**src/sps_pkg.sv**
```systemverilog
// ----------------------------------------------------------------------------
// sps_pkg
// Shared types and constants for the SPI EEPROM page write sequencer.
// ----------------------------------------------------------------------------
package sps_pkg;

  localparam int PageBytesDef = 64;
  localparam int FifoDepthDef = 4;
  localparam int AddrW        = 5;
  localparam int DataW        = 32;

  // request types
  localparam logic [1:0] REQ_WRITE = 2'd0;
  localparam logic [1:0] REQ_READ  = 2'd1;
  localparam logic [1:0] REQ_RX    = 2'd2;

  // result ops
  localparam logic [1:0] OP_SHIFT = 2'd0;
  localparam logic [1:0] OP_DESEL = 2'd1;
  localparam logic [1:0] OP_HOST  = 2'd2;
  localparam logic [1:0] OP_DONE  = 2'd3;

  // register indexes
  localparam logic [2:0] REG_POLL_LIMIT = 3'd0;
  localparam logic [2:0] REG_BUSY_MASK  = 3'd1;
  localparam logic [2:0] REG_OP_WREN    = 3'd2;
  localparam logic [2:0] REG_OP_WRITE   = 3'd3;
  localparam logic [2:0] REG_OP_READ    = 3'd4;
  localparam logic [2:0] REG_OP_RDSR    = 3'd5;

  localparam logic [23:0] POLL_LIMIT_RST = 24'd1000000;
  localparam logic [7:0]  DUMMY_BYTE     = 8'hFF;

  // result slots, emitted in ascending order
  localparam int SLOT_WREN    = 0;
  localparam int SLOT_DESEL_A = 1;
  localparam int SLOT_WRITE   = 2;
  localparam int SLOT_READ    = 3;
  localparam int SLOT_AH      = 4;
  localparam int SLOT_AL      = 5;
  localparam int SLOT_DATA    = 6;
  localparam int SLOT_HOST    = 7;
  localparam int SLOT_FF_RD   = 8;
  localparam int SLOT_DESEL_B = 9;
  localparam int SLOT_DONE    = 10;
  localparam int SLOT_RDSR    = 11;
  localparam int SLOT_FF_POLL = 12;
  localparam int SlotN        = 13;
  localparam int SlotW        = $clog2(SlotN);

  typedef struct packed {
    logic [23:0] poll_limit;
    logic [7:0]  busy_mask;
    logic [7:0]  op_write_enable;
    logic [7:0]  op_write;
    logic [7:0]  op_read;
    logic [7:0]  op_read_status;
  } cfg_t;

  typedef struct packed {
    logic [SlotN-1:0] mask;
    logic [7:0]       ah;
    logic [7:0]       al;
    logic [7:0]       dbyte;
    logic             ok;
  } cmd_t;

endpackage

```
**src/sps_if.sv**
```systemverilog
// ----------------------------------------------------------------------------
// sps_req_if / sps_rsp_if
// Valid/ready channels for requests and results.
// ----------------------------------------------------------------------------
interface sps_req_if;
  logic        valid;
  logic        ready;
  logic [1:0]  req_type;
  logic [15:0] start_addr;
  logic        first;
  logic        last;
  logic [7:0]  data_byte;

  modport source (output valid, req_type, start_addr, first, last, data_byte, input ready);
  modport sink   (input valid, req_type, start_addr, first, last, data_byte, output ready);
endinterface

interface sps_rsp_if;
  logic       valid;
  logic       ready;
  logic [1:0] op;
  logic [7:0] tx_byte;
  logic       capture;
  logic [7:0] host_byte;
  logic       ok;
  logic       last_of_run;

  modport source (output valid, op, tx_byte, capture, host_byte, ok, last_of_run, input ready);
  modport sink   (input valid, op, tx_byte, capture, host_byte, ok, last_of_run, output ready);
endinterface

```
**src/sps_cfg.sv**
```systemverilog
// ----------------------------------------------------------------------------
// sps_cfg
// APB register file for poll limit, busy mask and opcodes.
// ----------------------------------------------------------------------------
module sps_cfg (
  input  logic                      clk_i,
  input  logic                      rst_ni,
  input  logic                      psel,
  input  logic                      penable,
  input  logic                      pwrite,
  input  logic [sps_pkg::AddrW-1:0] paddr,
  input  logic [sps_pkg::DataW-1:0] pwdata,
  output logic [sps_pkg::DataW-1:0] prdata,
  output logic                      pready,
  output sps_pkg::cfg_t             cfg_o
);

  sps_pkg::cfg_t cfg_q, cfg_d;
  logic [2:0]    idx;
  logic          wr;

  assign idx    = paddr[4:2];
  assign wr     = psel && penable && pwrite;
  assign pready = 1'b1;
  assign cfg_o  = cfg_q;

  always_comb begin
    cfg_d = cfg_q;
    if (wr) begin
      case (idx)
        sps_pkg::REG_POLL_LIMIT: cfg_d.poll_limit      = pwdata[23:0];
        sps_pkg::REG_BUSY_MASK:  cfg_d.busy_mask       = pwdata[7:0];
        sps_pkg::REG_OP_WREN:    cfg_d.op_write_enable = pwdata[7:0];
        sps_pkg::REG_OP_WRITE:   cfg_d.op_write        = pwdata[7:0];
        sps_pkg::REG_OP_READ:    cfg_d.op_read         = pwdata[7:0];
        sps_pkg::REG_OP_RDSR:    cfg_d.op_read_status  = pwdata[7:0];
        default: ;
      endcase
    end
  end

  always_comb begin
    case (idx)
      sps_pkg::REG_POLL_LIMIT: prdata = {8'd0, cfg_q.poll_limit};
      sps_pkg::REG_BUSY_MASK:  prdata = {24'd0, cfg_q.busy_mask};
      sps_pkg::REG_OP_WREN:    prdata = {24'd0, cfg_q.op_write_enable};
      sps_pkg::REG_OP_WRITE:   prdata = {24'd0, cfg_q.op_write};
      sps_pkg::REG_OP_READ:    prdata = {24'd0, cfg_q.op_read};
      sps_pkg::REG_OP_RDSR:    prdata = {24'd0, cfg_q.op_read_status};
      default:                 prdata = '0;
    endcase
  end

  always_ff @(posedge clk_i or negedge rst_ni) begin
    if (!rst_ni) begin
      cfg_q.poll_limit      <= sps_pkg::POLL_LIMIT_RST;
      cfg_q.busy_mask       <= 8'd1;
      cfg_q.op_write_enable <= 8'd6;
      cfg_q.op_write        <= 8'd2;
      cfg_q.op_read         <= 8'd3;
      cfg_q.op_read_status  <= 8'd5;
    end else begin
      cfg_q <= cfg_d;
    end
  end

endmodule

```
**src/sps_front.sv**
```systemverilog
// ----------------------------------------------------------------------------
// sps_front
// Accepts requests, tracks the transfer phase and address, and turns each
// transaction into a slot mask of results for the back end.
// ----------------------------------------------------------------------------
module sps_front #(
  parameter int PAGE_BYTES = sps_pkg::PageBytesDef
) (
  input  logic          clk_i,
  input  logic          rst_ni,
  input  sps_pkg::cfg_t cfg_i,
  sps_req_if.sink       req_i,
  input  logic          q_ready_i,
  output logic          q_push_o,
  output sps_pkg::cmd_t q_cmd_o
);

  typedef enum logic [6:0] {
    PH_IDLE     = 7'b0000001,
    PH_WOPEN    = 7'b0000010,
    PH_WBETWEEN = 7'b0000100,
    PH_POLL     = 7'b0001000,
    PH_DROP     = 7'b0010000,
    PH_ROPEN    = 7'b0100000,
    PH_RWAIT    = 7'b1000000
  } phase_e;

  phase_e        phase_q, phase_d;
  logic [15:0]   cur_q, cur_d;
  logic [23:0]   polls_q, polls_d;
  logic          ends_q, ends_d;
  logic [15:0]   base, naddr;
  logic          acc, is_wr, open_pfx, boundary;
  logic [8:0]    rem_sum;
  logic [7:0]    hi_tab [256];
  logic [7:0]    lo_tab [256];
  sps_pkg::cmd_t cmd;

  // address modulo page size, split into high and low byte remainders
  for (genvar g = 0; g < 256; g++) begin : g_rem
    localparam logic [7:0] HR = 8'((g * 256) % PAGE_BYTES);
    localparam logic [7:0] LR = 8'(g % PAGE_BYTES);
    assign hi_tab[g] = HR;
    assign lo_tab[g] = LR;
  end

  assign acc          = req_i.valid && q_ready_i;
  assign req_i.ready  = q_ready_i;
  assign base         = (phase_q == PH_IDLE && req_i.first) ? req_i.start_addr : cur_q;
  assign naddr        = base + 16'd1;
  assign rem_sum      = {1'b0, hi_tab[naddr[15:8]]} + {1'b0, lo_tab[naddr[7:0]]};
  assign boundary     = (rem_sum == 9'd0) || (rem_sum == 9'(PAGE_BYTES));

  always_comb begin
    cmd       = '0;
    cmd.ah    = base[15:8];
    cmd.al    = base[7:0];
    cmd.dbyte = req_i.data_byte;
    phase_d   = phase_q;
    cur_d     = cur_q;
    polls_d   = polls_q;
    ends_d    = ends_q;
    is_wr     = 1'b0;
    open_pfx  = 1'b0;
    case (phase_q)
      PH_IDLE: begin
        if (req_i.req_type == sps_pkg::REQ_WRITE) begin
          is_wr    = 1'b1;
          open_pfx = 1'b1;
        end else if (req_i.req_type == sps_pkg::REQ_READ) begin
          cmd.mask[sps_pkg::SLOT_READ]  = 1'b1;
          cmd.mask[sps_pkg::SLOT_AH]    = 1'b1;
          cmd.mask[sps_pkg::SLOT_AL]    = 1'b1;
          cmd.mask[sps_pkg::SLOT_FF_RD] = 1'b1;
          cur_d   = base;
          ends_d  = req_i.last;
          phase_d = PH_RWAIT;
        end
      end
      PH_WOPEN: begin
        if (req_i.req_type == sps_pkg::REQ_WRITE) is_wr = 1'b1;
      end
      PH_WBETWEEN: begin
        if (req_i.req_type == sps_pkg::REQ_WRITE) begin
          is_wr    = 1'b1;
          open_pfx = 1'b1;
        end
      end
      PH_POLL: begin
        if (req_i.req_type == sps_pkg::REQ_RX) begin
          cmd.mask[sps_pkg::SLOT_DESEL_B] = 1'b1;
          if ((req_i.data_byte & cfg_i.busy_mask) == 8'd0) begin
            cmd.mask[sps_pkg::SLOT_DONE] = 1'b1;
            cmd.ok  = 1'b1;
            phase_d = ends_q ? PH_IDLE : PH_WBETWEEN;
          end else if (polls_q == 24'd0) begin
            cmd.mask[sps_pkg::SLOT_DONE] = 1'b1;
            phase_d = ends_q ? PH_IDLE : PH_DROP;
          end else begin
            cmd.mask[sps_pkg::SLOT_RDSR]    = 1'b1;
            cmd.mask[sps_pkg::SLOT_FF_POLL] = 1'b1;
            polls_d = polls_q - 24'd1;
          end
        end
      end
      PH_DROP: begin
        if (req_i.req_type == sps_pkg::REQ_WRITE && req_i.last) phase_d = PH_IDLE;
      end
      PH_ROPEN: begin
        if (req_i.req_type == sps_pkg::REQ_READ) begin
          cmd.mask[sps_pkg::SLOT_FF_RD] = 1'b1;
          ends_d  = req_i.last;
          phase_d = PH_RWAIT;
        end
      end
      PH_RWAIT: begin
        if (req_i.req_type == sps_pkg::REQ_RX) begin
          cmd.mask[sps_pkg::SLOT_HOST] = 1'b1;
          cur_d = naddr;
          if (ends_q) begin
            cmd.mask[sps_pkg::SLOT_DESEL_B] = 1'b1;
            phase_d = PH_IDLE;
          end else begin
            phase_d = PH_ROPEN;
          end
        end
      end
      default: phase_d = PH_IDLE;
    endcase

    if (open_pfx) begin
      cmd.mask[sps_pkg::SLOT_WREN]    = 1'b1;
      cmd.mask[sps_pkg::SLOT_DESEL_A] = 1'b1;
      cmd.mask[sps_pkg::SLOT_WRITE]   = 1'b1;
      cmd.mask[sps_pkg::SLOT_AH]      = 1'b1;
      cmd.mask[sps_pkg::SLOT_AL]      = 1'b1;
    end
    if (is_wr) begin
      cmd.mask[sps_pkg::SLOT_DATA] = 1'b1;
      cur_d  = naddr;
      ends_d = req_i.last;
      if (req_i.last || boundary) begin
        cmd.mask[sps_pkg::SLOT_DESEL_B] = 1'b1;
        if (cfg_i.poll_limit == 24'd0) begin
          cmd.mask[sps_pkg::SLOT_DONE] = 1'b1;
          phase_d = req_i.last ? PH_IDLE : PH_DROP;
        end else begin
          cmd.mask[sps_pkg::SLOT_RDSR]    = 1'b1;
          cmd.mask[sps_pkg::SLOT_FF_POLL] = 1'b1;
          polls_d = cfg_i.poll_limit - 24'd1;
          phase_d = PH_POLL;
        end
      end else begin
        phase_d = PH_WOPEN;
      end
    end
  end

  assign q_push_o = acc && (cmd.mask != '0);
  assign q_cmd_o  = cmd;

  always_ff @(posedge clk_i or negedge rst_ni) begin
    if (!rst_ni) begin
      phase_q <= PH_IDLE;
      cur_q   <= '0;
      polls_q <= '0;
      ends_q  <= 1'b0;
    end else if (acc) begin
      phase_q <= phase_d;
      cur_q   <= cur_d;
      polls_q <= polls_d;
      ends_q  <= ends_d;
    end
  end

endmodule

```
**src/sps_fifo.sv**
```systemverilog
// ----------------------------------------------------------------------------
// sps_fifo
// Small command queue between front and back end.
// ----------------------------------------------------------------------------
module sps_fifo #(
  parameter int WIDTH = 8,
  parameter int DEPTH = sps_pkg::FifoDepthDef
) (
  input  logic             clk_i,
  input  logic             rst_ni,
  input  logic             push_i,
  input  logic [WIDTH-1:0] data_i,
  output logic             ready_o,
  input  logic             pop_i,
  output logic             valid_o,
  output logic [WIDTH-1:0] data_o
);

  localparam int PtrW = (DEPTH > 1) ? $clog2(DEPTH) : 1;
  localparam int CntW = $clog2(DEPTH + 1);

  logic [WIDTH-1:0] mem_q [DEPTH];
  logic [PtrW-1:0]  wr_q, wr_d, rd_q, rd_d;
  logic [CntW-1:0]  cnt_q, cnt_d;
  logic             do_push, do_pop;

  assign ready_o = (cnt_q != CntW'(DEPTH));
  assign valid_o = (cnt_q != '0);
  assign data_o  = mem_q[rd_q];
  assign do_push = push_i && ready_o;
  assign do_pop  = pop_i && valid_o;

  always_comb begin
    wr_d  = wr_q;
    rd_d  = rd_q;
    cnt_d = cnt_q;
    if (do_push) wr_d = (wr_q == PtrW'(DEPTH - 1)) ? '0 : wr_q + PtrW'(1);
    if (do_pop)  rd_d = (rd_q == PtrW'(DEPTH - 1)) ? '0 : rd_q + PtrW'(1);
    if (do_push && !do_pop) cnt_d = cnt_q + CntW'(1);
    if (!do_push && do_pop) cnt_d = cnt_q - CntW'(1);
  end

  always_ff @(posedge clk_i) begin
    if (do_push) mem_q[wr_q] <= data_i;
  end

  always_ff @(posedge clk_i or negedge rst_ni) begin
    if (!rst_ni) begin
      wr_q  <= '0;
      rd_q  <= '0;
      cnt_q <= '0;
    end else begin
      wr_q  <= wr_d;
      rd_q  <= rd_d;
      cnt_q <= cnt_d;
    end
  end

endmodule

```
**src/sps_back.sv**
```systemverilog
// ----------------------------------------------------------------------------
// sps_back
// Walks the slot mask of each command and drives one result per cycle
// through a registered output while the result channel is not stalled.
// ----------------------------------------------------------------------------
module sps_back (
  input  logic          clk_i,
  input  logic          rst_ni,
  input  sps_pkg::cfg_t cfg_i,
  input  logic          q_valid_i,
  input  sps_pkg::cmd_t q_cmd_i,
  output logic          q_pop_o,
  sps_rsp_if.source     rsp_o
);

  sps_pkg::cmd_t              cmd_q;
  logic [sps_pkg::SlotN-1:0]  mask_q, mask_d, rest;
  logic [sps_pkg::SlotW-1:0]  idx;
  logic                       busy, emit, load;
  logic                       valid_q, valid_d;
  logic [1:0]                 op_q, op_d;
  logic [7:0]                 tx_q, tx_d, host_q, host_d;
  logic                       cap_q, cap_d, ok_q, ok_d, lor_q, lor_d;

  assign busy = (mask_q != '0);
  assign emit = busy && (!valid_q || rsp_o.ready);

  always_comb begin
    idx = '0;
    for (int i = sps_pkg::SlotN - 1; i >= 0; i--) begin
      if (mask_q[i]) idx = sps_pkg::SlotW'(i);
    end
  end

  assign rest    = mask_q & ~(sps_pkg::SlotN'(1) << idx);
  assign load    = q_valid_i && (!busy || (emit && rest == '0));
  assign q_pop_o = load;

  always_comb begin
    mask_d = mask_q;
    if (emit) mask_d = rest;
    if (load) mask_d = q_cmd_i.mask;
  end

  always_comb begin
    op_d   = sps_pkg::OP_SHIFT;
    tx_d   = '0;
    cap_d  = 1'b0;
    host_d = '0;
    ok_d   = 1'b0;
    lor_d  = (rest == '0);
    case (idx)
      sps_pkg::SlotW'(sps_pkg::SLOT_WREN):    tx_d = cfg_i.op_write_enable;
      sps_pkg::SlotW'(sps_pkg::SLOT_DESEL_A): op_d = sps_pkg::OP_DESEL;
      sps_pkg::SlotW'(sps_pkg::SLOT_WRITE):   tx_d = cfg_i.op_write;
      sps_pkg::SlotW'(sps_pkg::SLOT_READ):    tx_d = cfg_i.op_read;
      sps_pkg::SlotW'(sps_pkg::SLOT_AH):      tx_d = cmd_q.ah;
      sps_pkg::SlotW'(sps_pkg::SLOT_AL):      tx_d = cmd_q.al;
      sps_pkg::SlotW'(sps_pkg::SLOT_DATA):    tx_d = cmd_q.dbyte;
      sps_pkg::SlotW'(sps_pkg::SLOT_HOST): begin
        op_d   = sps_pkg::OP_HOST;
        host_d = cmd_q.dbyte;
      end
      sps_pkg::SlotW'(sps_pkg::SLOT_FF_RD),
      sps_pkg::SlotW'(sps_pkg::SLOT_FF_POLL): begin
        tx_d  = sps_pkg::DUMMY_BYTE;
        cap_d = 1'b1;
      end
      sps_pkg::SlotW'(sps_pkg::SLOT_DESEL_B): op_d = sps_pkg::OP_DESEL;
      sps_pkg::SlotW'(sps_pkg::SLOT_DONE): begin
        op_d = sps_pkg::OP_DONE;
        ok_d = cmd_q.ok;
      end
      sps_pkg::SlotW'(sps_pkg::SLOT_RDSR):    tx_d = cfg_i.op_read_status;
      default: ;
    endcase
  end

  always_comb begin
    valid_d = valid_q;
    if (rsp_o.ready) valid_d = 1'b0;
    if (emit)        valid_d = 1'b1;
  end

  always_ff @(posedge clk_i or negedge rst_ni) begin
    if (!rst_ni) begin
      mask_q  <= '0;
      valid_q <= 1'b0;
    end else begin
      mask_q  <= mask_d;
      valid_q <= valid_d;
    end
  end

  always_ff @(posedge clk_i) begin
    if (load) cmd_q <= q_cmd_i;
    if (emit) begin
      op_q   <= op_d;
      tx_q   <= tx_d;
      cap_q  <= cap_d;
      host_q <= host_d;
      ok_q   <= ok_d;
      lor_q  <= lor_d;
    end
  end

  assign rsp_o.valid       = valid_q;
  assign rsp_o.op          = op_q;
  assign rsp_o.tx_byte     = tx_q;
  assign rsp_o.capture     = cap_q;
  assign rsp_o.host_byte   = host_q;
  assign rsp_o.ok          = ok_q;
  assign rsp_o.last_of_run = lor_q;

endmodule

```
**src/spi_eeprom_page_write_sequencer.sv**
```systemverilog
// ----------------------------------------------------------------------------
// spi_eeprom_page_write_sequencer
// 25xx-style SPI EEPROM sequencer: page writes with status polling and
// sequential reads, driven as a stream of SPI frame actions.
// Each request passes through the command queue and the back end slot mask,
// and results leave through a registered output. The back end gives one
// result per cycle unless the result channel stalls, and 0 to 9 per request.
// The front end takes one request per cycle while the command queue has room.
// Reset: asynchronous, clears phase, address, poll count and queue;
// registers return to their documented defaults.
// ----------------------------------------------------------------------------
module spi_eeprom_page_write_sequencer #(
  parameter int PAGE_BYTES = sps_pkg::PageBytesDef,
  parameter int FIFO_DEPTH = sps_pkg::FifoDepthDef
) (
  input  logic                      clk_i,
  input  logic                      rst_ni,
  sps_req_if.sink                   req_i,
  sps_rsp_if.source                 rsp_o,
  input  logic                      psel,
  input  logic                      penable,
  input  logic                      pwrite,
  input  logic [sps_pkg::AddrW-1:0] paddr,
  input  logic [sps_pkg::DataW-1:0] pwdata,
  output logic [sps_pkg::DataW-1:0] prdata,
  output logic                      pready
);

  localparam int CmdW = $bits(sps_pkg::cmd_t);

  sps_pkg::cfg_t cfg;
  sps_pkg::cmd_t push_cmd, pop_cmd;
  logic          push, q_ready, q_valid, pop;
  logic [CmdW-1:0] pop_raw;

  sps_cfg u_cfg (
    .clk_i, .rst_ni, .psel, .penable, .pwrite, .paddr, .pwdata, .prdata, .pready,
    .cfg_o(cfg)
  );

  sps_front #(.PAGE_BYTES(PAGE_BYTES)) u_front (
    .clk_i, .rst_ni, .cfg_i(cfg), .req_i,
    .q_ready_i(q_ready), .q_push_o(push), .q_cmd_o(push_cmd)
  );

  sps_fifo #(.WIDTH(CmdW), .DEPTH(FIFO_DEPTH)) u_fifo (
    .clk_i, .rst_ni,
    .push_i(push), .data_i(push_cmd), .ready_o(q_ready),
    .pop_i(pop), .valid_o(q_valid), .data_o(pop_raw)
  );

  assign pop_cmd = pop_raw;

  sps_back u_back (
    .clk_i, .rst_ni, .cfg_i(cfg),
    .q_valid_i(q_valid), .q_cmd_i(pop_cmd), .q_pop_o(pop), .rsp_o
  );

endmodule

```
**src/flat_wrapper.sv**
```systemverilog
// flat-port wrapper written by rule: the top's interface ports become plain ports
module spi_eeprom_page_write_sequencer_flat 
#(
  parameter int PAGE_BYTES = sps_pkg::PageBytesDef,
  parameter int FIFO_DEPTH = sps_pkg::FifoDepthDef
)
  (clk_i, rst_ni, psel, penable, pwrite, paddr, pwdata, prdata, pready, req_i_valid, req_i_req_type, req_i_start_addr, req_i_first, req_i_last, req_i_data_byte, req_i_ready, rsp_o_valid, rsp_o_op, rsp_o_tx_byte, rsp_o_capture, rsp_o_host_byte, rsp_o_ok, rsp_o_last_of_run, rsp_o_ready);
  sps_req_if req_i_i ();
  sps_rsp_if rsp_o_i ();
  input  logic clk_i;
  input  logic rst_ni;
  input  logic psel;
  input  logic penable;
  input  logic pwrite;
  input  logic [sps_pkg::AddrW-1:0] paddr;
  input  logic [sps_pkg::DataW-1:0] pwdata;
  output logic [sps_pkg::DataW-1:0] prdata;
  output logic pready;
  input wire logic [$bits(req_i_i.valid)-1:0] req_i_valid;
  input wire logic [$bits(req_i_i.req_type)-1:0] req_i_req_type;
  input wire logic [$bits(req_i_i.start_addr)-1:0] req_i_start_addr;
  input wire logic [$bits(req_i_i.first)-1:0] req_i_first;
  input wire logic [$bits(req_i_i.last)-1:0] req_i_last;
  input wire logic [$bits(req_i_i.data_byte)-1:0] req_i_data_byte;
  output wire logic [$bits(req_i_i.ready)-1:0] req_i_ready;
  output wire logic [$bits(rsp_o_i.valid)-1:0] rsp_o_valid;
  output wire logic [$bits(rsp_o_i.op)-1:0] rsp_o_op;
  output wire logic [$bits(rsp_o_i.tx_byte)-1:0] rsp_o_tx_byte;
  output wire logic [$bits(rsp_o_i.capture)-1:0] rsp_o_capture;
  output wire logic [$bits(rsp_o_i.host_byte)-1:0] rsp_o_host_byte;
  output wire logic [$bits(rsp_o_i.ok)-1:0] rsp_o_ok;
  output wire logic [$bits(rsp_o_i.last_of_run)-1:0] rsp_o_last_of_run;
  input wire logic [$bits(rsp_o_i.ready)-1:0] rsp_o_ready;
  assign req_i_i.valid = req_i_valid;
  assign req_i_i.req_type = req_i_req_type;
  assign req_i_i.start_addr = req_i_start_addr;
  assign req_i_i.first = req_i_first;
  assign req_i_i.last = req_i_last;
  assign req_i_i.data_byte = req_i_data_byte;
  assign req_i_ready = req_i_i.ready;
  assign rsp_o_valid = rsp_o_i.valid;
  assign rsp_o_op = rsp_o_i.op;
  assign rsp_o_tx_byte = rsp_o_i.tx_byte;
  assign rsp_o_capture = rsp_o_i.capture;
  assign rsp_o_host_byte = rsp_o_i.host_byte;
  assign rsp_o_ok = rsp_o_i.ok;
  assign rsp_o_last_of_run = rsp_o_i.last_of_run;
  assign rsp_o_i.ready = rsp_o_ready;
  spi_eeprom_page_write_sequencer #(.PAGE_BYTES(PAGE_BYTES), .FIFO_DEPTH(FIFO_DEPTH)) u_core (.clk_i(clk_i), .rst_ni(rst_ni), .req_i(req_i_i), .rsp_o(rsp_o_i), .psel(psel), .penable(penable), .pwrite(pwrite), .paddr(paddr), .pwdata(pwdata), .prdata(prdata), .pready(pready));
endmodule
```
**config.mk**
```make
export PLATFORM = sky130hd
export DESIGN_NAME = spi_eeprom_page_write_sequencer_flat
export DESIGN_NICKNAME = d
export VERILOG_FILES = /design/src/sps_pkg.sv /design/src/sps_if.sv /design/src/sps_cfg.sv /design/src/sps_front.sv /design/src/sps_fifo.sv /design/src/sps_back.sv /design/src/spi_eeprom_page_write_sequencer.sv /design/src/flat_wrapper.sv
export SDC_FILE = /design/constraint.sdc
export NUM_CORES = 1
export LEC_CHECK = 0
export BUFFER_PORTS_ARGS = -buffer_cell sky130_fd_sc_hd__clkbuf_2
export CAP_MARGIN = 30
export CORE_ASPECT_RATIO = 0.6
export CORE_MARGIN = 2
export CORE_UTILIZATION = 50
export CTS_CLUSTER_SIZE = 16
export DETAILED_ROUTE_END_ITERATION = 10
export HOLD_SLACK_MARGIN = 0.02
export PLACE_DENSITY = 0.67
export SLEW_MARGIN = 10
export SYNTH_ARGS = -nofsm -noshare
export SYNTH_HDL_FRONTEND = slang
export SYNTH_SLANG_ARGS = --single-unit
```
**constraint.sdc**
```tcl
create_clock -name clk_i -period 3.5 [get_ports clk_i]
set_input_delay 0.35 -clock clk_i [delete_from_list [all_inputs] [get_ports clk_i]]
set_output_delay 0.35 -clock clk_i [all_outputs]
set_load 0.01 [all_outputs]
```
==> flow_summary.ini, run 1 <==
[grt]
grt_first_pass_wirelength_um = 58620
overflow = 0
grt_use_total_pct = 23.85
grt_max_degree = 71
antenna_found_initial = 0
grt_pass1_vias = 9730

[floorplanning]
coreArea_um2 = 29860
pin_count = 128
die_w_um = 228.5
start_util_pct = 50.65
die_area_um2 = 31700
placementRows = 49
die_h_um = 138.7

[timing]
hold_viol = 0
min_period_ps = 3342
tightest_slew_ps = 838.4
period_share_pct = 95.48
setup-tns-final_ps = 0
slew_viol_final = 0
fmax_ghz = 0.2992
rsz0062_at_grt = false
skew_ps = 8.632
maxSlewHeadroom_pct = 43.68
setup_viol = 0

[flow_run]
drv_cap = 0

[cells_and_area]
multiInputGateArea_um2 = 5929
final_cells = 1782
fin_nets = 1434
syn_to_final_growth_pct = 17.18
regArea_um2 = 8816
antenna_cells = 0
nFillCells = 2417
drive_gt1_share_pct = 29.55

[placement]
placed_cells = 1710
port_buffers = 108
post-dp-hpwl_um = 26890
gp_congestion = 0.9227

[clock_network]
clk_pin_slew_ps = 70
htreeDepth = 1
clk_latency_ps = 560
cts_buffers = 29
clock_sinks = 315
cts_tree = yes
clk_path_buf_depth = 3
root_buffer = clkbuf_16

[worst_setup_path]
worst_ep_arrival_time_ps = 3790
max_stage_delay_ps = 600
cp_data_required_time_ps = 3940
cp_slowest_cell = or4_4
start_kind = flip-flop
crit_fanout = 8
cp-end-kind = flip-flop
critPathTopFamily = simple AND/OR/NAND/NOR gates
r2r_start = u_core.u_back.mask_q[2]
cp_num_buf_inv = 2
path_class = reg2reg
crit_path_start = u_core.u_back.mask_q[2]
path_cells = or4_4 > nor2_4 > nand3_1 > a221oi_2 > o31ai_2 > buf_4 > o41a_1 > inv_1 > ha_1 > fa_1 > mux2_2

[synth]
async_flop_share_pct = 42.22
synth_cell_types = 84
syn_area_um2 = 15120
synth_edf_count = 182
seq_area_frac_synth_pct = 58.28
synth_ff_type = edfxtp_1
syn_inst = 1173
ys_warn_count = 0
ys_seq_elements = 315
avgSynthCellArea_um2 = 12.89

[route]
wirelength_um = 38110
dr.pass1.iters = 6
drc = 0
wl_per_cell_um = 21.39
final_antenna_net_count = 0
vias = 10470
viasPerCell = 5.873
drtIter0Drc = 1025

[pwr]
power_density_nw_per_um2 = 783.7
vdd_drop_max_mv = 0.4482
p_leak_uw = 0.006851

[worst_hold_path]
hp-start = pwdata[21]
hold_path.class = in2reg

[run_status]
status = completed
-- per-stage QoR --
stage	hold slack, ps	power, uW	util, %	instance area, um2	setup slack [ps]
3_5_place_dp	424.9	10600	55.45	16560	129.1
3_3_place_gp	415.2	10490	55.45	16560	138.6
2_1_floorplan	54.41	8683	-	15180	11.42
4_1_cts	20.80	13790	59.13	17650	112.5
5_1_grt	34.21	14640	59.35	17720	13.08
6_report	42.24	13890	59.35	17720	158.1
-- routing by layer --
layer  wire length (um)  global-route usage (%)
met5                  0                       0
met4                539                   3.578
met3               3265                   5.777
met2              15390                   31.59
met1              18920                   39.68
-- what timing repair did --
action | CTS | global route
endpoints found under the setup margin | 0 | 10
buffers inserted | 0 | 2
hold buffers | 16 | 0
endpoints found under the hold margin | 75 | 0
gates resized for setup | 0 | 7
-- cell families (layout without fill, tap and decap cells) --
logic type / count (synthesis) / after routing / synth area share [%]
buffers and inverters: 102 / 295 / 3.094
adder cells (fa/ha/maj): 10 / 10 / 0.8771
other: 2 / 9 / 0.04966
AO/OA/AOI/OAI: 228 / 228 / 10.69
multiplexers: 147 / 147 / 13.33
flip-flops: 315 / 315 / 58.28
XOR/XNOR: 37 / 37 / 2.143
AND/OR/NAND/NOR: 332 / 333 / 11.53
-- cells in the mapped netlist (18+ instances only) --
library cell,instances,area (um2)
mux2i_1,18,180.2
nor3_1,32,160.2
mux4_2,34,765.7
xnor2_1,18,157.7
nand2_1,83,311.6
and2_1,31,193.9
inv_1,41,153.9
mux2_2,93,1047
o21ai_0,45,225.2
nand3_1,32,160.2
nor2_1,56,210.2
dfrtp_1,117,2928
xor2_1,19,166.4
edfxtp_1,182,5465
a22oi_1,20,150.1
clkbuf_1,29,108.9
a21oi_1,35,175.2
-- layout by cell type, fill, tap and decap left out, types with 20 or more instances in the layout --
cell type,count
clkbuf_2,107
inv_1,41
mux2_2,91
buf_4,68
edfxtp_1,182
o21ai_0,45
dfrtp_1,115
nor3_1,31
nor2_1,56
and2_1,31
clkbuf_16,29
nand2_1,83
a21oi_1,35
mux4_2,34
nand3_1,32
a22oi_1,20
-- path summary, 6_finish.rpt --
path	end	slack, ps	cells past startpoint
max in group asynchronous	u_core.u_cfg.cfg_o[2]	2280	3
worst min register to register	u_core.u_front.cur_q[15]	480	2
min in group asynchronous	u_core.u_fifo.cnt_q[2]	360	2
worst max-delay path	u_core.u_fifo.cnt_q[1]	160	11
worst min-delay path	u_core.u_cfg.cfg_o[61]	40	2
worst max register to register	u_core.u_fifo.cnt_q[1]	160	11
-- flip-flops by register name, summed over array words and instances (netlist names), 3 cells and up --
name	cells
u_core.u_fifo.mem_q	136
u_core.u_cfg.cfg_o	64
u_core.u_back.cmd_q	25
u_core.u_front.polls_q	24
u_core.u_front.cur_q	16
u_core.u_back.mask_q	13
u_core.u_back.rsp_o.host_byte	8
u_core.u_back.rsp_o.tx_byte	8
u_core.u_front.phase_q	7
u_core.u_fifo.cnt_q	3
-- final cells by class --
type / count / area share (%)
flip-flops and latches: 315 / 49.75
inverters: 42 / 0.8897
well taps: 408 / 2.881
multi-input cells: 764 / 33.46
clock inverters: 16 / 0.9674
clock buffers: 37 / 4.321
repair buffers: 200 / 7.725
-- report_power, final --
part,leakage [uW],total (uW),switching [uW],internal (uW)
combinational,0.00308,5060,2910,2150
clock,0.000446,3170,1400,1770
sequential,0.00333,5660,620,5040
Power figures use the tool's default switching activity.
==> run 2: changes to the inputs <==
- CORE_MARGIN: 2 -> default
- SYNTH_HIERARCHICAL: default -> 1
==> run 2 against run 1 <==
  * The run now ends with antenna rules left
  * Clock skew up 8.3 ps
  * Fmax up 0.17%
  * Global-route usage up 1.6 points
  * Die area up 8.4%
  * Wire length up 13%
  * Sequential share of layout area down 1.5 points
  * Cell count up 7.4%
  * Via count up 11%
  * Total power up 12%
  * First-iteration DRC count up 31%
  * Largest power group unchanged
==> flow_summary.ini, run 2 <==
[synth]
syn_area_um2 = 16800
netlist.area_leader.share_pct = 35.40
ys_seq_elements = 331
seq_area_frac_synth_pct = 55.33
async_flop_share_pct = 40.18
synth.area.top_cells = edfxtp_1 35%, dfrtp_1 17%, mux2_2 5.6%
ys_warn_count = 6
syn_inst = 1289
synth_cell_types = 110
synth_edf_count = 198
avgSynthCellArea_um2 = 13.03
synth_ff_type = edfxtp_1
synth_most_common_cell = edfxtp_1
synth_common_cells = 198 x edfxtp_1, 129 x nand2_1, 117 x dfrtp_1
synth_top_cell_by_area = edfxtp_1

[route]
drtIter0Drc = 1344
wl_per_cell_um = 22.54
met2RoutedLength_um = 17360
wirelength_um = 43120
viasPerCell = 6.097
wl_met1_um = 20960
final_antenna_net_count = 1
dr_wl_met3_um = 4068
top_layer = met4
vias = 11660
dr.pass1.iters = 7
drc = 0

[placement]
place_area_um2 = 17960
post-dp-hpwl_um = 30650
dp_slack_ps = 223.6
port_buffers = 108
gp_congestion = 1.020

[clock_network]
htreeDepth = 1
clk_latency_ps = 580
cts_tree = yes
clk_path_buf_depth = 3
cts_buffers = 31
root_buffer = clkbuf_16
clock_sinks = 331
clk_pin_slew_ps = 60

[run_status]
violations = antenna rules
status = finished, violations left

[timing]
hold_viol = 0
min_period_ps = 3336
tightest_slew_ps = 986.6
setup_ws_ps = 163.6
slew_viol_final = 0
period_share_pct = 95.32
fmax_ghz = 0.2997
maxSlewHeadroom_pct = 33.93
setup-tns-final_ps = 0
skew_ps = 16.91
setup_viol = 0

[worst_setup_path]
cp-end-kind = flip-flop
reg2reg_to = u_core/u_front/polls_q[19]
cp_data_required_time_ps = 3950
rr_worst_depth = 10
worst_ep_arrival_time_ps = 3790
r2r_start = u_core/u_front/phase_q[2]
start_kind = flip-flop
crit_fanout = 22
r2r_setup_slack_ps = 160
path_class = reg2reg
crit_path_end = u_core/u_front/polls_q[19]
crit_path_start = u_core/u_front/phase_q[2]

[floorplanning]
placementRows = 51
die_h_um = 144.0
die_area_um2 = 34350
pin_count = 128
coreArea_um2 = 32740
die_w_um = 238.6
start_util_pct = 51.31

[cells_and_area]
mostFrequentLayoutCell = edfxtp_1
final_area_um2 = 19270
regMostFlops = u_core/u_fifo/mem_q
drive_gt1_share_pct = 28.40
largest_register_ffs = 152
fin_nets = 1517
syn_to_final_growth_pct = 14.72
final_cell_mix = 198 x edfxtp_1, 128 x nand2_1, 116 x dfrtp_1, 107 x clkbuf_2, 84 x mux2_2

[grt]
grt_pass1_vias = 11000
grt_use_total_pct = 25.43
grt_first_pass_wirelength_um = 66020
antenna_found_initial = 1
grt_max_degree = 72
overflow = 0

[pwr]
p_leak_uw = 0.007468
total_power_uw = 15520
vdd_drop_max_mv = 0.4895
power_density_nw_per_um2 = 805.6

[worst_hold_path]
hold_path.class = in2reg

[flow_run]
drv_cap = 0
-- run 2: cell type report --
type                    count  area (um2)
flip-flops and latches    331        9295
multi-input cells         861        6959
fillers                  2614       13470
clock buffers              37       808.3
inverters                  25       93.84
diodes                      5       12.51
clock inverters            20       276.5
well taps                 450       563.0
repair buffers            184        1260
-- run 2: how the worst min path moves through the flow --
stage                             from  slack [ps]  depth (start not counted)                   endpoint
CTS                 req_i_data_byte[2]          40                          1  u_core/u_fifo/mem_q[3][3]
global placement                rst_ni         410                          1     u_core/u_cfg/cfg_o[30]
finish              req_i_data_byte[6]          60                          1  u_core/u_fifo/mem_q[2][7]
detailed placement              rst_ni         420                          1     u_core/u_cfg/cfg_o[30]
global route        req_i_data_byte[2]          50                          1  u_core/u_fifo/mem_q[0][3]
floorplan                       rst_ni          50                          0    u_core/u_back/mask_q[0]
-- run 2: critical path, stage by stage (launching register included) --
cell	delay (ps)
dfrtp_1	530
nor4b_4	410
nand3_2	140
buf_4	250
nand2_1	100
nand2_1	70
ha_1	270
a41o_1	260
o211ai_1	810
nor2_1	130
a211o_1	250
-- run 2: kinds of logic after synthesis --
family                   after synthesis  synth area share (%)
AND/OR/NAND/NOR                      430                 14.88
XOR/XNOR                              35                 1.825
multiplexers                         147                 12.91
AO/OA/AOI/OAI                        228                 10.48
buffers and inverters                104                 3.598
adder cells (fa/ha/maj)               12                0.9237
other                                  2               0.04471
flip-flops                           331                 55.33
-- run 2: repair_timing --
action,CTS,global route
hold endpoints to repair,70,0
buffers inserted,0,3
endpoints found under the setup margin,0,2
resized for setup,0,1
hold buffers,17,0
-- run 2: stage by stage --
| stage | util [%] | hold slack, ps | cells |
|---|---|---|---|
| 3_5_place_dp | 54.88 | 415.2 | 1831 |
| 4_1_cts | 58.71 | 42.76 | 1905 |
| 2_1_floorplan | - | 54.41 | 1296 |
| 5_1_grt | 58.82 | 48.59 | 1908 |
| 3_3_place_gp | 54.88 | 406.4 | 1831 |
| 6_report | 58.86 | 64.77 | 1913 |
-- run 2: where the power goes --
group	switching (uW)	internal (uW)
clock	1470	2160
sequential	730	5240
combinational	3580	2350
total	5780	9740
-- run 2: routing by layer --
| layer | global-route usage, % | vias up |
|---|---|---|
| met5 | 0 | - |
| met4 | 4.858 | 0 |
| met3 | 5.421 | 61 |
| met2 | 35.14 | 570 |
| met1 | 40.71 | 5755 |
| li1 | - | 5277 |
